$ cat src/rtl/core/idf_pkg.sv
// Shared constants, types and helpers of the IMU packet deframer.
`default_nettype none

package idf_pkg;

  // Bytes collected after the start byte.
  localparam int unsigned PACKET_LEN = 30;

  localparam logic [7:0] LEAD_BYTE  = 8'hFA;
  localparam logic [7:0] START_BYTE = 8'hFF;
  // Running sum that makes (sum + START_BYTE) wrap to zero.
  localparam logic [7:0] SUM_GOOD   = 8'h01;

  localparam int unsigned ACCEL_OFS = 5;
  localparam int unsigned RATE_OFS  = 17;
  localparam int unsigned NUM_WORDS = 6;
  localparam int unsigned WORD_W    = 32;
  localparam int unsigned TALLY_W   = 8;
  localparam int unsigned POS_W     = $clog2(PACKET_LEN);

  // The chain only has to reach back to the first accelerometer byte.
  localparam int unsigned NUM_CELLS = PACKET_LEN - 1 - ACCEL_OFS;

  localparam int unsigned OUT_DATA_W = NUM_WORDS * WORD_W + TALLY_W;

  typedef struct packed {
    logic               shift_en;   // a packet byte is accepted this cycle
    logic               done;       // the last packet byte is accepted
    logic               last_pos;   // the next packet byte is the last one
    logic               sum_ok;     // checksum of the finishing packet
    logic [TALLY_W-1:0] bad_count;  // error tally including this packet
  } idf_ctrl_t;

  // Packet offset of the first byte of result word j.
  function automatic int unsigned word_ofs(input int unsigned j);
    int unsigned ofs;
    if (j < 3) begin
      ofs = ACCEL_OFS + 4 * j;
    end else begin
      ofs = RATE_OFS + 4 * (j - 3);
    end
    return ofs;
  endfunction

endpackage

`default_nettype wire

$ cat src/rtl/core/imu_packet_deframer.sv
// IMU packet deframer: a byte stream in, one checked sensor record per packet out.
//
// Usage:
//   The slave channel takes one received byte per request in s_axis_tdata.
//   While hunting, a 0xFA byte followed by 0xFF starts a packet; the next
//   PACKET_LEN bytes are shifted through a chain of byte cells and summed.
//   On the last packet byte one result request is produced on the master
//   channel: tuser bit 0 is the checksum flag, tdata carries six big-endian
//   32-bit words (acceleration x/y/z, rates roll/pitch/yaw) and the 8-bit
//   wrapping count of bad packets. A bad packet reports all six words as 0.
//   Throughput: one byte per cycle, limited by the single-cycle byte chain
//   and running sum. Latency: the result is valid in the cycle after the
//   last packet byte is accepted, held in an output register.
//   When the receiver stalls, bytes keep flowing in; only the last byte of a
//   following packet waits while the previous result is still unread.
//   Reset (rst_ni low, asynchronous) returns to hunting, clears the lead
//   memory, the checksum, the error count and the output valid flag.
`default_nettype none

module imu_packet_deframer (
  input  wire logic                              clk_i,
  input  wire logic                              rst_ni,
  input  wire logic                              s_axis_tvalid,
  output logic                                   s_axis_tready,
  input  wire logic [7:0]                        s_axis_tdata,   // [7:0] rx_byte
  output logic                                   m_axis_tvalid,
  input  wire logic                              m_axis_tready,
  // From bit 0: accel_x, accel_y, accel_z, rate_roll, rate_pitch, rate_yaw,
  // bad_count.
  output logic      [idf_pkg::OUT_DATA_W-1:0]    m_axis_tdata,
  output logic      [0:0]                        m_axis_tuser    // [0] sum_ok
);

  localparam int unsigned WORDS_W = idf_pkg::NUM_WORDS * idf_pkg::WORD_W;

  idf_pkg::idf_ctrl_t              ctrl;
  logic                            s_accept;
  logic                            m_accept;
  logic [7:0]                      chain [idf_pkg::NUM_CELLS];
  logic [WORDS_W-1:0]              words;
  logic                            valid_q, valid_d;
  logic [idf_pkg::OUT_DATA_W-1:0]  data_q, data_d;
  logic                            ok_q, ok_d;

  // Only the last byte of a packet needs a free output register.
  assign s_axis_tready = !ctrl.last_pos || !valid_q || m_axis_tready;
  assign s_accept      = s_axis_tvalid && s_axis_tready;
  assign m_accept      = valid_q && m_axis_tready;

  idf_ctrl u_ctrl (
    .clk_i    (clk_i),
    .rst_ni   (rst_ni),
    .accept_i (s_accept),
    .byte_i   (s_axis_tdata),
    .ctrl_o   (ctrl)
  );

  // Cell 0 holds the newest packet byte; older bytes move one cell further.
  for (genvar i = 0; i < idf_pkg::NUM_CELLS; i++) begin : g_cell
    if (i == 0) begin : g_head
      idf_cell u_cell (
        .clk_i (clk_i),
        .en_i  (ctrl.shift_en),
        .d_i   (s_axis_tdata),
        .q_o   (chain[i])
      );
    end else begin : g_body
      idf_cell u_cell (
        .clk_i (clk_i),
        .en_i  (ctrl.shift_en),
        .d_i   (chain[i-1]),
        .q_o   (chain[i])
      );
    end
  end

  // At the last byte, packet byte k sits in cell PACKET_LEN-2-k, and the
  // final packet byte is the one on the input bus.
  for (genvar j = 0; j < idf_pkg::NUM_WORDS; j++) begin : g_word
    for (genvar b = 0; b < 4; b++) begin : g_byte
      localparam int unsigned IDX = idf_pkg::word_ofs(j) + b;
      localparam int unsigned LSB = j * idf_pkg::WORD_W + (3 - b) * 8;
      if (IDX == idf_pkg::PACKET_LEN - 1) begin : g_live
        assign words[LSB +: 8] = s_axis_tdata;
      end else begin : g_held
        assign words[LSB +: 8] = chain[idf_pkg::PACKET_LEN - 2 - IDX];
      end
    end
  end

  always_comb begin
    valid_d = valid_q;
    data_d  = data_q;
    ok_d    = ok_q;
    if (m_accept) begin
      valid_d = 1'b0;
    end
    if (ctrl.done) begin
      valid_d = 1'b1;
      ok_d    = ctrl.sum_ok;
      data_d  = {ctrl.bad_count, ctrl.sum_ok ? words : {WORDS_W{1'b0}}};
    end
  end

  always_ff @(posedge clk_i or negedge rst_ni) begin
    if (!rst_ni) begin
      valid_q <= 1'b0;
    end else begin
      valid_q <= valid_d;
    end
  end

  always_ff @(posedge clk_i) begin
    data_q <= data_d;
    ok_q   <= ok_d;
  end

  assign m_axis_tvalid   = valid_q;
  assign m_axis_tdata    = data_q;
  assign m_axis_tuser[0] = ok_q;

  a_bad_words_zero: assert property (@(posedge clk_i) disable iff (!rst_ni)
    (valid_q && !ok_q) |-> (data_q[WORDS_W-1:0] == '0))
    else $error("bad packet reports nonzero sensor words");

  a_no_overwrite: assert property (@(posedge clk_i) disable iff (!rst_ni)
    (valid_q && !m_axis_tready) |-> !ctrl.done)
    else $error("result register overwritten while unread");

  a_hold_while_stalled: assert property (@(posedge clk_i) disable iff (!rst_ni)
    (valid_q && !m_axis_tready) |=> (valid_q && $stable(data_q) && $stable(ok_q)))
    else $error("result request changed while stalled");

endmodule

`default_nettype wire

$ cat src/rtl/core/idf_cell.sv
// One byte cell of the packet shift chain.
`default_nettype none

module idf_cell (
  input  wire logic       clk_i,
  input  wire logic       en_i,
  input  wire logic [7:0] d_i,
  output logic      [7:0] q_o
);

  logic [7:0] byte_q;
  logic [7:0] byte_d;

  assign byte_d = en_i ? d_i : byte_q;

  always_ff @(posedge clk_i) begin
    byte_q <= byte_d;
  end

  assign q_o = byte_q;

endmodule

`default_nettype wire

$ cat src/rtl/core/idf_ctrl.sv
// Frame hunting, byte position, checksum and error tally of the deframer.
`default_nettype none

module idf_ctrl (
  input  wire logic               clk_i,
  input  wire logic               rst_ni,
  input  wire logic               accept_i,
  input  wire logic [7:0]         byte_i,
  output idf_pkg::idf_ctrl_t      ctrl_o
);

  typedef enum logic [1:0] {
    ST_HUNT    = 2'b01,
    ST_COLLECT = 2'b10
  } idf_state_e;

  localparam logic [idf_pkg::POS_W-1:0] LAST_POS =
    idf_pkg::POS_W'(idf_pkg::PACKET_LEN - 1);

  idf_state_e                        state_q, state_d;
  logic                              lead_q, lead_d;
  logic [idf_pkg::POS_W-1:0]         pos_q, pos_d;
  logic [7:0]                        sum_q, sum_d;
  logic [idf_pkg::TALLY_W-1:0]       tally_q, tally_d;
  logic [7:0]                        sum_next;
  logic                              shift_en;
  logic                              done;

  assign sum_next = sum_q + byte_i;

  always_comb begin
    state_d  = state_q;
    lead_d   = lead_q;
    pos_d    = pos_q;
    sum_d    = sum_q;
    tally_d  = tally_q;
    shift_en = 1'b0;
    done     = 1'b0;
    unique case (state_q)
      ST_HUNT: begin
        if (accept_i) begin
          // The lead memory stays set when a packet starts.
          if (byte_i == idf_pkg::LEAD_BYTE) begin
            lead_d = 1'b1;
          end else if (byte_i == idf_pkg::START_BYTE) begin
            if (lead_q) begin
              state_d = ST_COLLECT;
              pos_d   = '0;
              sum_d   = '0;
            end
          end else begin
            lead_d = 1'b0;
          end
        end
      end
      ST_COLLECT: begin
        if (accept_i) begin
          shift_en = 1'b1;
          sum_d    = sum_next;
          if (pos_q == LAST_POS) begin
            done    = 1'b1;
            state_d = ST_HUNT;
            pos_d   = '0;
            if (sum_next != idf_pkg::SUM_GOOD) begin
              tally_d = tally_q + 1'b1;
            end
          end else begin
            pos_d = pos_q + 1'b1;
          end
        end
      end
      default: begin
        state_d = ST_HUNT;
      end
    endcase
  end

  always_ff @(posedge clk_i or negedge rst_ni) begin
    if (!rst_ni) begin
      state_q <= ST_HUNT;
      lead_q  <= 1'b0;
      pos_q   <= '0;
      sum_q   <= '0;
      tally_q <= '0;
    end else begin
      state_q <= state_d;
      lead_q  <= lead_d;
      pos_q   <= pos_d;
      sum_q   <= sum_d;
      tally_q <= tally_d;
    end
  end

  assign ctrl_o.shift_en  = shift_en;
  assign ctrl_o.done      = done;
  assign ctrl_o.last_pos  = (state_q == ST_COLLECT) && (pos_q == LAST_POS);
  assign ctrl_o.sum_ok    = (sum_next == idf_pkg::SUM_GOOD);
  assign ctrl_o.bad_count = tally_d;

  // A packet can only have started from a set lead memory, which it keeps.
  a_collect_has_lead: assert property (@(posedge clk_i) disable iff (!rst_ni)
    (state_q == ST_COLLECT) |-> lead_q)
    else $error("collecting without lead memory");

  a_pos_idle_zero: assert property (@(posedge clk_i) disable iff (!rst_ni)
    (state_q == ST_HUNT) |-> (pos_q == '0))
    else $error("byte position nonzero while hunting");

  a_done_returns_hunt: assert property (@(posedge clk_i) disable iff (!rst_ni)
    done |=> (state_q == ST_HUNT))
    else $error("still collecting after the last packet byte");

  a_tally_steps_on_bad: assert property (@(posedge clk_i) disable iff (!rst_ni)
    (tally_q != $past(tally_q)) |-> ($past(done) && !$past(ctrl_o.sum_ok)))
    else $error("error tally moved without a bad packet");

endmodule

`default_nettype wire

$ cat config.mk
export PLATFORM = sky130hd
export DESIGN_NAME = imu_packet_deframer
export DESIGN_NICKNAME = d
export VERILOG_FILES = /design/src/rtl/core/idf_pkg.sv /design/src/rtl/core/imu_packet_deframer.sv /design/src/rtl/core/idf_cell.sv /design/src/rtl/core/idf_ctrl.sv
export SDC_FILE = /design/constraint.sdc
export NUM_CORES = 1
export LEC_CHECK = 0
export BUFFER_PORTS_ARGS = -buffer_cell sky130_fd_sc_hd__buf_4
export CAP_MARGIN = 10
export CORE_AREA = 2 2 120 238
export DETAILED_ROUTE_END_ITERATION = 12
export DIE_AREA = 0 0 122 240
export GPL_ROUTABILITY_DRIVEN = 0
export PLACE_DENSITY = 0.76
export SLEW_MARGIN = 20
export SYNTH_ARGS = -nofsm -noshare
export SYNTH_HDL_FRONTEND = slang
export SYNTH_SLANG_ARGS = --single-unit
$ cat constraint.sdc
create_clock -name clk_i -period 8.9 [get_ports clk_i]
set_clock_uncertainty 0.2 [all_clocks]
set_input_delay 0.89 -clock clk_i [delete_from_list [all_inputs] [get_ports clk_i]]
set_output_delay 0.89 -clock clk_i [all_outputs]
set_load 0.01 [all_outputs]
### Yosys cells after proc, flatten, opt, wreduce, memory -nomap -nowiden

Index checks and enable logic that the tools add are counted.

| storage, ports and cells | value |
|---|---|
| register bits after elaboration | 418 |
| input port bits | 12 |

| cells by class | value |
|---|---|
| add/subtract/negate cells | 3 |
| equal/unequal tests | 14 |
| muxes and demuxes | 33 |
| reductions and logical operators | 12 |

Operators with widths:

| cell | count |
|---|---|
| two-way mux 8 bit | 9 |
| two-way mux 5 bit | 6 |
| == test 8 bit (second input constant) | 2 |
| case mux 8 bit (2 select lines) | 1 |
| two-way mux 2 bit | 6 |
| AND reduction 6 bit | 2 |
| case mux 5 bit (2 select lines) | 1 |
| two-way mux 1 bit | 9 |
| adder 8 x 1 -> 8 bit (second input constant) | 1 |
| adder 8 bit | 1 |
| == test 8 x 1 -> 1 bit (second input constant) | 1 |
| inequality test 2 x 1 -> 1 bit (second input constant) | 4 |
| inequality test 8 x 1 -> 1 bit (second input constant) | 1 |
| inequality test 2 bit (second input constant) | 3 |
| adder 5 x 1 -> 5 bit (second input constant) | 1 |
| == test 5 bit (second input constant) | 1 |
| case mux 2 bit (2 select lines) | 1 |
| nonzero test 2 bit | 2 |
| logical AND 1 bit | 3 |
| AND reduction 3 bit | 1 |
| == test 2 x 1 -> 1 bit (second input constant) | 1 |
| == test 2 bit (second input constant) | 1 |
| logical NOT 1 bit | 2 |
| logical OR 1 bit | 2 |

### Longest topological paths before layout

| logic depth | value |
|---|---|
| depth in word-level cells | 9 |
| mapped depth | 10 |

### Hierarchy

From an unflattened synthesis, not the netlist that was laid out.

| unflattened totals | value |
|---|---|
| cell total of the unflattened synthesis | 771 |
| area, all modules | 14,823.0 um^2 |

By module, submodules not included:

| module | times used | cells an instance | area an instance (um^2) | seq. area each (um^2) |
|---|---|---|---|---|
| imu_packet_deframer | 1 | 419 | 7,517.2 | 6,060.8 |
| idf_cell | 24 | 8 | 240.2 | 240.2 |
| idf_ctrl | 1 | 160 | 1,540.2 | 601.8 |

### Worst setup path before layout

No wires, ideal clock.

| path | value |
|---|---|
| path type | input to register |
| from | input port m_axis_tready |
| to | register g_cell[0].g_head.u_cell.byte_q[0] (enable) |
| library setup time | 0.575 ns |
| arrival time | 5.528 ns |
| required time | 8.125 ns |
| slack | 2.598 ns |
| stages on the path | 3 |
| buffers on the path | 0 |
| cells stage by stage | nand2b_1 > o31a_1 > and2_1 |

RTL lines:

| element | line | text |
|---|---|---|
| start, declared | imu_packet_deframer.sv:27 | `input wire logic m_axis_tready,` |
| end signal, assigned | idf_cell.sv:17 | `byte_q <= byte_d;` |
| end, declared | idf_cell.sv:11 | `logic [7:0] byte_q;` |

### Worst setup path in the final report

| path | value |
|---|---|
| from | input port s_axis_tdata[0] |
| to | register data_q, in the netlist m_axis_tdata[17], data pin |

| on the way | value |
|---|---|
| word-level cells in the longest chain between the ends | 2 |

Ends and longest elaborated chain:

| element | line | text |
|---|---|---|
| start, declared | imu_packet_deframer.sv:25 | `input wire logic [7:0] s_axis_tdata,` |
| adder 8 bit | idf_ctrl.sv:29 | `assign sum_next = sum_q + byte_i;` |
| == test 8 x 1 -> 1 bit | idf_ctrl.sv:97 | `assign ctrl_o.sum_ok = (sum_next == idf_pkg::SUM_GOOD);` |
| end signal, assigned | imu_packet_deframer.sv:114 | `data_q <= data_d;` |
| end, declared | imu_packet_deframer.sv:42 | `logic [idf_pkg::OUT_DATA_W-1:0] data_q, data_d;` |

No other way between the ends.
A chain may end at the register's enable or synchronous reset.

==> impl_metrics.tcl <==
set metrics [dict create \
    synth_top_cells_by_count "edfxtp_1 (393), and3_1 (196), clkbuf_1 (29)" \
    dpl.cell_count 1325 \
    slew_viol_final 0 \
    fmax_mhz 237.0 \
    hold_buffers 0 \
    reg2reg_to "m_axis_tdata[17]" \
    cap_violations 0 \
    synth-seq-cells 418 \
    vias 7571 \
    detail_route.vias_per_cell 5.459 \
    diodes 0 \
    ir_worst_vdd_mv 0.1729 \
    grt_max_degree 120 \
    rr_worst_depth 9 \
    rsz0062_at_grt "no" \
    htree_num_levels 2 \
    row_count 86 \
    yosysWarnings 0 \
    status "finished, final reports clean" \
    setup_viol 0 \
    synth_area_sq_mm 0.01481 \
    max_slew_margin_pct 35.71 \
    synth_cell_type_count 49 \
    synth.largest_area_cell "edfxtp_1" \
    crit_type "input port to flop" \
    synth-edff-count 393 \
    crit_slowest_cell "buf_4" \
    grt_pass1_vias 7472 \
    worstHoldPathType "input port to asynchronous set/reset pin" \
    area_growth_pct 20.42 \
    grt.total_usage_pct 19.36 \
    start_kind "input port" \
    ioPinCount 215 \
    wire_per_inst_um 20.63 \
    drc 0 \
    clk_path_buf_depth 3 \
    synthMostInstantiatedCell "edfxtp_1" \
    p_per_area_mw_per_mm2 230.7 \
    period_share_pct 47.41 \
    cts_resized 0 \
    multi_input_area_sq_mm 0.002167 \
    postRouteAntennaNets 0 \
    cp.arrival_ps 4390 \
    synth_top_area_share_pct 79.70 \
    r2r_slack_ps 4820 \
    clockRootBuffer "clkbuf_16" \
    cts_sinks 418 \
    syn_inst 799 \
    clk_latency_ps 510 \
    die_area_sq_mm 0.02928 \
    cts_made_buffers 35 \
    firstDrtPassIters 4 \
    synth_fp_nets 822 \
    post_cts_buffers 0 \
    avgSynthCellArea_sq_um 18.53 \
    initial_core_util_pct 53.96 \
    regToRegStartpoint "u_ctrl.sum_q[0]" \
    stdcell_count 1387 \
    hpwlAfterDp_um 17880 \
    worstMarginPinSlew_ps 964.4 \
    die_w_um 122 \
    antenna_found_initial 0 \
    grt_pass1_wl_um 42230 \
    ys_seq_area_share_pct 83.94 \
    synthTopCellsByArea "edfxtp_1 (80%), and3_1 (8.3%), dfrtp_1 (4.1%)" \
    cts_tree "yes" \
    critPathMaxFanout 104 \
    clk_pin_slew_worst_paths_ps 70 \
    setup_tns_ps 0 \
    p_leak_uw 0.007602 \
    drive_gt1_share_pct 27.44 \
    period_minus_slack_ps 4220 \
    grt-ovfl-total 0 \
    wirelength_um 28610 \
    cpPeakStageDelay_ps 750 \
    hold_violations 0 \
    final_net_count 1033 \
    nFillCells 1911 \
    port_buffers 214 \
    end_kind "flop" \
    drtIter0Drc 621 \
    path_cells "buf_4, ha_1, fa_1, xor2_1, nor3b_1, o221ai_1, nor4_4, buf_4, buf_4, and3_1" \
    worstPathRequired_ps 9070 \
    ys_async_sr_fraction_pct 5.981 \
    core-area_sq_mm 0.02744 \
    cpMostUsedCell "buf_4" \
    yosys_most_used_dff "edfxtp_1" \
    fp.dieH_um 240 \
    seq_area_sq_mm 0.01243 \
]
stage by stage:
step	hold slack, ps	cell area [sq um]	util [%]	power (uW)	setup WS [ps]
after floorplan	217.4	14810	-	2547	2598
after global placement	218.6	16730	60.98	2657	4262
after detailed placement	222.8	16730	60.98	2677	4185
after CTS	74.78	17830	64.97	4141	4715
after global routing	90.12	17830	64.98	4266	4426
final	85.07	17830	64.98	4113	4680
sequential cells by signal, summed over array words and instances (netlist names):
register and cells:
m_axis_tuser 1, u_ctrl.sum_q 8, g_cell.g_head.u_cell.q_o 8, m_axis_tdata 200, u_ctrl.state_q 2, m_axis_tvalid 1
g_cell.g_body.u_cell.q_o 184, u_ctrl.pos_q 5, u_ctrl.lead_q 1, u_ctrl.tally_q 8
cell type report:
cell class / instances / area share [%]
flip-flops and latches: 418 / 69.70
multi-input cells: 327 / 12.15
repair buffers: 222 / 9.368
clock buffers: 44 / 5.270
clock inverters: 18 / 0.8701
well taps: 352 / 2.470
inverters: 6 / 0.1684
metal layers:
layer	track usage [%]	vias up	routed length, um
li1	-	3517	-
met1	22.44	3766	10450
met2	34.84	242	15460
met3	4.246	46	1786
met4	7.106	0	907
met5	0	-	0
power by group:
group          internal [uW]  switching, uW
logic                    115            350
registers               2150           22.8
clock network            814            660
worst max-delay path, delay by kind of cell:
family / cells / cell delay (ps)
buffers and inverters: 3 / 1610
AO/OA/AOI/OAI: 1 / 190
adder cells (fa/ha/maj): 2 / 640
XOR/XNOR: 1 / 190
AND/OR/NAND/NOR: 3 / 790
layout by cell type (no fill, tap or decap), types with 3 or more instances in the layout:
cell / count
clkinv_1: 5
nand3_1: 7
o21a_1: 3
a21oi_1: 13
o21ai_0: 13
xor2_1: 8
nor2_1: 4
clkbuf_16: 35
clkinv_2: 5
nand4_1: 5
buf_4: 221
and3_1: 196
dfrtp_1: 24
nand2_1: 20
edfxtp_1: 393
ha_1: 10
inv_1: 5
o41ai_1: 3
inv_6: 3
clkbuf_1: 6
nand2b_1: 3
nor4_1: 3
clkbuf_8: 3
nor3b_1: 3
nor3_1: 3
how the worst max path moves through the flow:
stage                          from  slack (ps)  depth (start not counted)                        endpoint
finish              s_axis_tdata[0]        4680                         10                m_axis_tdata[17]
global route        s_axis_tdata[0]        4430                         10                m_axis_tdata[17]
floorplan             m_axis_tready        2600                          3  g_cell[0].g_head.u_cell.q_o[0]
CTS                 s_axis_tdata[0]        4710                         10                m_axis_tdata[19]
global placement    s_axis_tdata[0]        4260                         10                m_axis_tdata[91]
detailed placement  s_axis_tdata[0]        4190                         10                m_axis_tdata[18]
logic make-up after synthesis:
kind of cell	share of synthesized area [%]
buffers and inverters	1.622
AND/OR/NAND/NOR	10.49
flip-flops	83.94
adder cells (fa/ha/maj)	0.9802
XOR/XNOR	0.5916
multiplexers	0.07605
AO/OA/AOI/OAI	2.307
No activity file was read; power rests on OpenSTA's default activity.
